--- src/sv/fpa_pkg.sv ---
// Shared types, widths and operation codes for the Q17.14 fixed-point ALU.
`timescale 1ns / 1ps
`default_nettype none
package fpa_pkg;
    localparam int DATA_W = 32;
    localparam int FRAC_BITS_DEF = 14;

    localparam logic [3:0] OP_FROM_INT  = 4'd0;
    localparam logic [3:0] OP_TRUNC     = 4'd1;
    localparam logic [3:0] OP_ROUND     = 4'd2;
    localparam logic [3:0] OP_ADD       = 4'd3;
    localparam logic [3:0] OP_ADD_INT   = 4'd4;
    localparam logic [3:0] OP_SUB       = 4'd5;
    localparam logic [3:0] OP_SUB_INT   = 4'd6;
    localparam logic [3:0] OP_MUL       = 4'd7;
    localparam logic [3:0] OP_MUL_INT   = 4'd8;
    localparam logic [3:0] OP_DIV       = 4'd9;
    localparam logic [3:0] OP_DIV_INT   = 4'd10;
    localparam logic [3:0] OP_INT_RATIO = 4'd11;
    localparam logic [3:0] OP_LESS      = 4'd12;

    typedef logic [3:0] t_op;

    typedef struct packed {
        t_op                op;
        logic [DATA_W-1:0]  res;
        logic               is_div;
        logic               qneg;
        logic               dz;
    } t_side;
endpackage
`default_nettype wire

--- src/sv/fpa_mul.sv ---
// Operand decode, signed multiply and product scaling stages.
`timescale 1ns / 1ps
`default_nettype none
module fpa_mul #(
    parameter int FRAC_BITS = fpa_pkg::FRAC_BITS_DEF,
    parameter int DW = 32 + FRAC_BITS
) (
    input  wire logic                i_clk,
    input  wire logic                i_rst_n,
    input  wire logic                i_valid,
    output logic                     o_ready,
    input  wire fpa_pkg::t_op        i_op,
    input  wire logic signed [31:0]  i_a,
    input  wire logic signed [31:0]  i_b,
    output logic                     o_valid,
    input  wire logic                i_ready,
    output fpa_pkg::t_side           o_side,
    output logic [DW-1:0]            o_num,
    output logic [31:0]              o_den
);
    import fpa_pkg::*;

    localparam logic [32:0] HALF = 33'(1) << (FRAC_BITS - 1);
    localparam logic signed [63:0] FMASK = (64'sd1 <<< FRAC_BITS) - 64'sd1;

    logic               r_bv, r_cv;
    logic signed [63:0] r_prod;
    t_side              r_bside, r_cside;
    logic [DW-1:0]      r_bnum, r_cnum;
    logic [31:0]        r_bden, r_cden;

    logic               w_rdy_b, w_rdy_c;
    logic signed [63:0] w_prod, w_padj;
    logic [31:0]        w_mag_a, w_mag_b, w_res, w_mres;
    logic [32:0]        w_rnd;
    logic               w_isdiv;
    t_side              n_bside, n_cside;
    logic [DW-1:0]      n_num;

    assign w_rdy_c = !r_cv || i_ready;
    assign w_rdy_b = !r_bv || w_rdy_c;
    assign o_ready = w_rdy_b;

    assign w_prod  = i_a * i_b;
    assign w_mag_a = i_a[31] ? 32'(-i_a) : i_a;
    assign w_mag_b = i_b[31] ? 32'(-i_b) : i_b;
    assign w_rnd   = ({1'b0, w_mag_a} + HALF) >> FRAC_BITS;
    assign w_isdiv = (i_op == OP_DIV) || (i_op == OP_DIV_INT) || (i_op == OP_INT_RATIO);

    always_comb begin
        unique case (i_op)
            OP_FROM_INT: w_res = 32'(i_a <<< FRAC_BITS);
            OP_TRUNC:    w_res = 32'(i_a >>> FRAC_BITS);
            OP_ROUND:    w_res = i_a[31] ? 32'(-w_rnd) : w_rnd[31:0];
            OP_ADD:      w_res = 32'(i_a + i_b);
            OP_ADD_INT:  w_res = 32'(i_a + (i_b <<< FRAC_BITS));
            OP_SUB:      w_res = 32'(i_a - i_b);
            OP_SUB_INT:  w_res = 32'(i_a - (i_b <<< FRAC_BITS));
            OP_LESS:     w_res = (i_a < i_b) ? 32'd1 : 32'd0;
            default:     w_res = '0;
        endcase
        n_num = (i_op == OP_DIV_INT) ? DW'(w_mag_a) : {w_mag_a, {FRAC_BITS{1'b0}}};
        n_bside.op     = i_op;
        n_bside.res    = w_res;
        n_bside.is_div = w_isdiv;
        n_bside.qneg   = i_a[31] ^ i_b[31];
        n_bside.dz     = w_isdiv && (i_b == 32'sd0);
    end

    assign w_padj = r_prod[63] ? (r_prod + FMASK) : r_prod;

    always_comb begin
        unique case (r_bside.op)
            OP_MUL:     w_mres = 32'(w_padj >>> FRAC_BITS);
            OP_MUL_INT: w_mres = r_prod[31:0];
            default:    w_mres = r_bside.res;
        endcase
        n_cside     = r_bside;
        n_cside.res = w_mres;
    end

    always_ff @(posedge i_clk) begin
        if (!i_rst_n) begin
            r_bv <= 1'b0;
            r_cv <= 1'b0;
        end else begin
            if (w_rdy_b) r_bv <= i_valid;
            if (w_rdy_c) r_cv <= r_bv;
        end
        if (w_rdy_b && i_valid) begin
            r_prod  <= w_prod;
            r_bside <= n_bside;
            r_bnum  <= n_num;
            r_bden  <= w_mag_b;
        end
        if (w_rdy_c && r_bv) begin
            r_cside <= n_cside;
            r_cnum  <= r_bnum;
            r_cden  <= r_bden;
        end
    end

    assign o_valid = r_cv;
    assign o_side  = r_cside;
    assign o_num   = r_cnum;
    assign o_den   = r_cden;
endmodule
`default_nettype wire

--- config.mk ---
export PLATFORM = sky130hd
export DESIGN_NAME = fpa_mul
export DESIGN_NICKNAME = d
export VERILOG_FILES = /design/src/sv/fpa_pkg.sv /design/src/sv/fpa_mul.sv
export SDC_FILE = /design/constraint.sdc
export NUM_CORES = 2
export LEC_CHECK = 0
export BUFFER_PORTS_ARGS = -buffer_cell sky130_fd_sc_hd__buf_2
export CORE_UTILIZATION = 65
export CTS_CLUSTER_DIAMETER = 100
export DETAILED_ROUTE_END_ITERATION = 12
export PLACE_DENSITY_LB_ADDON = 0.3
export SYNTH_ARGS = -nofsm -noshare
export SYNTH_HDL_FRONTEND = slang
export SYNTH_SLANG_ARGS = --single-unit
--- constraint.sdc ---
create_clock -name i_clk -period 16.6 [get_ports i_clk]
set_input_delay 1.66 -clock i_clk [delete_from_list [all_inputs] [get_ports i_clk]]
set_output_delay 1.66 -clock i_clk [all_outputs]
set_load 0.01 [all_outputs]
==> results.json <==
{
  "outcome": "finished, final reports clean",
  "die-width_um": 285.7,
  "dieArea_um2": 81650,
  "place_congestion": 1.041,
  "yosysMostFrequentCell": "inv_1",
  "rsz0062_at_grt": "no",
  "cts_root_buf": "clkbuf_16",
  "clkSinkCount": 283,
  "core_um2": 79390,
  "insertion_delay_ns": 0.63,
  "yosys_register_bits": 283,
  "required_ns": 16.95,
  "avgViaCountPerCell": 6.242,
  "maxCapViolCount": 0,
  "cts_made_buffers": 31,
  "portBuffers": 190,
  "clk_pin_slew_worst_paths_ns": 0.08,
  "syn_to_final_growth_pct": 5.238,
  "fp.dieH_um": 285.7,
  "netlist_area_um2": 52330,
  "ioPinCount": 191,
  "route.detailed.drc": 0,
  "ctsHoldBuffers": 0,
  "fmax_ghz": 0.09282,
  "grt_max_degree": 83,
  "max_slew_margin_pct": 23.27,
  "fin_nets": 6802,
  "antenna_found_initial": 7,
  "yosysTopAreaCellShare_pct": 41.51,
  "synth_fp_nets": 6815,
  "cts.repair.resized": 0,
  "endpoint_kind": "flip-flop",
  "grt_overflow": 0,
  "min_period_ns": 10.77,
  "cts_tree": "yes",
  "async_flop_share_pct": 0,
  "num_vias": 40274,
  "synth_cells": 5388,
  "grt_pass1_wl_mm": 253.9,
  "seq_area_frac_synth_pct": 16.20,
  "fin_crit_sh_pct": 64.90,
  "cts_setup_buffers": 0,
  "clockBufferDepth": 3,
  "hpwl_mm": 125.7,
  "drv_slew": 0,
  "ys_top_cells_by_area": "fa_1 (42%), edfxtp_1 (16%), inv_1 (7.9%)",
  "start_util_pct": 65.92,
  "wl_per_cell_um": 25.62,
  "ys_top_cells_by_count": "inv_1 (1,098), fa_1 (1,085), nand2_1 (639), and2_1 (362), edfxtp_1 (281)",
  "synth_cell_types": 82,
  "grtUsageTotal_pct": 41.95,
  "critPathMaxFanout": 31,
  "yosysTopAreaCell": "fa_1",
  "cp-start-kind": "input port",
  "drive_gt1_share_pct": 6.444,
  "finClkSkew_ns": 0.02545,
  "wl_mm": 165.3,
  "rows": 103,
  "setup_viol": 0,
  "critPathKind": "in -> reg",
  "dr.pass1.iters": 9,
  "detail-route-antenna-nets": 0,
  "avgSynthCellArea_um2": 9.713,
  "synth-edff-count": 281,
  "cp.arrival_ns": 11.13,
  "tightestPinTransition_ns": 1.144,
  "ctsHtreeMaxLevel": 1,
  "synth_ff_type": "edfxtp_1",
  "grt_pass1_vias": 42138,
  "synth_warnings": 0,
  "tns_ns": 0,
  "initialDrtViolationCount": 4516,
  "hp-class": "reg -> reg",
  "hold_viol": 0
}
==> final timing paths <==
check,depth (start not counted),end,startpoint,slack [ns]
max reg2reg,11,o_side[34],r_prod[11],12.18
min reg2reg,0,o_den[16],r_bden[16],0.40
max,28,r_prod[63],i_a[14],5.83
min,0,o_den[16],r_bden[16],0.40
==> metal layers <==
| metal | vias up | global-route usage (%) | wire, µm |
|---|---|---|---|
| met4 | 6 | 26.23 | 13310 |
| met3 | 690 | 11.04 | 20620 |
| met2 | 2701 | 63.65 | 73010 |
| met5 | - | 0 | 34 |
| li1 | 16634 | - | - |
| met1 | 20243 | 54.11 | 58340 |
==> cells by family (layout without fill, tap and decap cells) <==
logic type,count (synthesis),count (layout),share of synthesized area (%)
DFF,283,283,16.20
other,0,2,0
buffers and inverters,1415,1427,10.18
muxes,18,18,0.3443
and+or+nand+nor,1502,1502,13.83
xor gates and xnor gates,216,216,3.615
adders and majority gates,1355,1355,47.96
AOI/OAI and AO/OA,599,599,7.869
==> final cells by class <==
| cell class | instances | area (µm²) |
|---|---|---|
| multi-input combinational | 3690 | 38560 |
| fill | 5972 | 24310 |
| sequential | 283 | 8478 |
| inverter | 1103 | 4140 |
| timing repair buffer | 266 | 1521 |
| tap | 1050 | 1314 |
| clock buffer | 34 | 787.0 |
| clock inverter | 24 | 266.5 |
| antenna | 2 | 5.005 |
==> layout by cell type (no fill, tap or decap), types with 31 or more instances in the layout <==
master / netlist / final
nand2b_1: 37 / 37
ha_1: 270 / 270
edfxtp_1: 281 / 281
nor3_1: 32 / 31
a21o_1: 51 / 51
buf_2: 4 / 190
fa_1: 1085 / 1085
xor2_1: 71 / 71
nand3_1: 45 / 45
buf_4: 0 / 76
and2_1: 362 / 361
xnor2_1: 145 / 145
nand2_1: 639 / 639
o31ai_1: 35 / 35
clkbuf_16: 0 / 31
o21ai_0: 128 / 128
a22oi_1: 40 / 40
inv_1: 1098 / 1098
nor2_1: 232 / 230
a21oi_1: 118 / 118
==> per-stage QoR <==
| stage | worst slack, ns | hold slack [ns] | utilization [%] | cells | instance area [µm²] |
|---|---|---|---|---|---|
| final | 5.826 | 0.4016 | 69.37 | 6452 | 55070 |
| after global routing | 5.651 | 0.4232 | 69.37 | 6450 | 55070 |
| after CTS | 6.015 | 0.4040 | 69.37 | 6450 | 55070 |
| after detailed placement | 5.409 | 0.4045 | 68.04 | 6392 | 54010 |
| after global placement | 5.616 | 0.4006 | 68.04 | 6392 | 54010 |
| after floorplan | 6.334 | 0.4003 | - | 5388 | 52330 |
==> worst max-delay path, cell delays in order <==
cell and delay, ns:
buf_2 0.11, buf_4 0.44, inv_1 0.57, nor2_1 0.30, fa_1 0.45, inv_1 0.10
fa_1 0.45, fa_1 0.57, fa_1 0.44, fa_1 0.52, inv_1 0.06, fa_1 0.55
inv_1 0.05, fa_1 0.44, fa_1 0.49, inv_1 0.04, ha_1 0.35, a21o_1 0.24
nor2b_1 0.17, nand2_1 0.07, a2111oi_0 0.77, nor2_1 0.09, o2111a_1 0.27, o41ai_1 0.98
o31ai_1 0.34, a21o_1 0.28, a21oi_1 0.21, xnor2_1 0.08
==> state kept, by name, summed over array words and instances, names as in the netlist <==
signal	cells
o_valid	1
r_bden	32
o_den	32
r_bside	32
r_bv	1
o_side	39
r_bnum	46
n_cside	7
o_num	46
r_prod	47
Power is not shown: default switching activity piles up to over one toggle a cycle in this logic, so the estimate is an artifact.
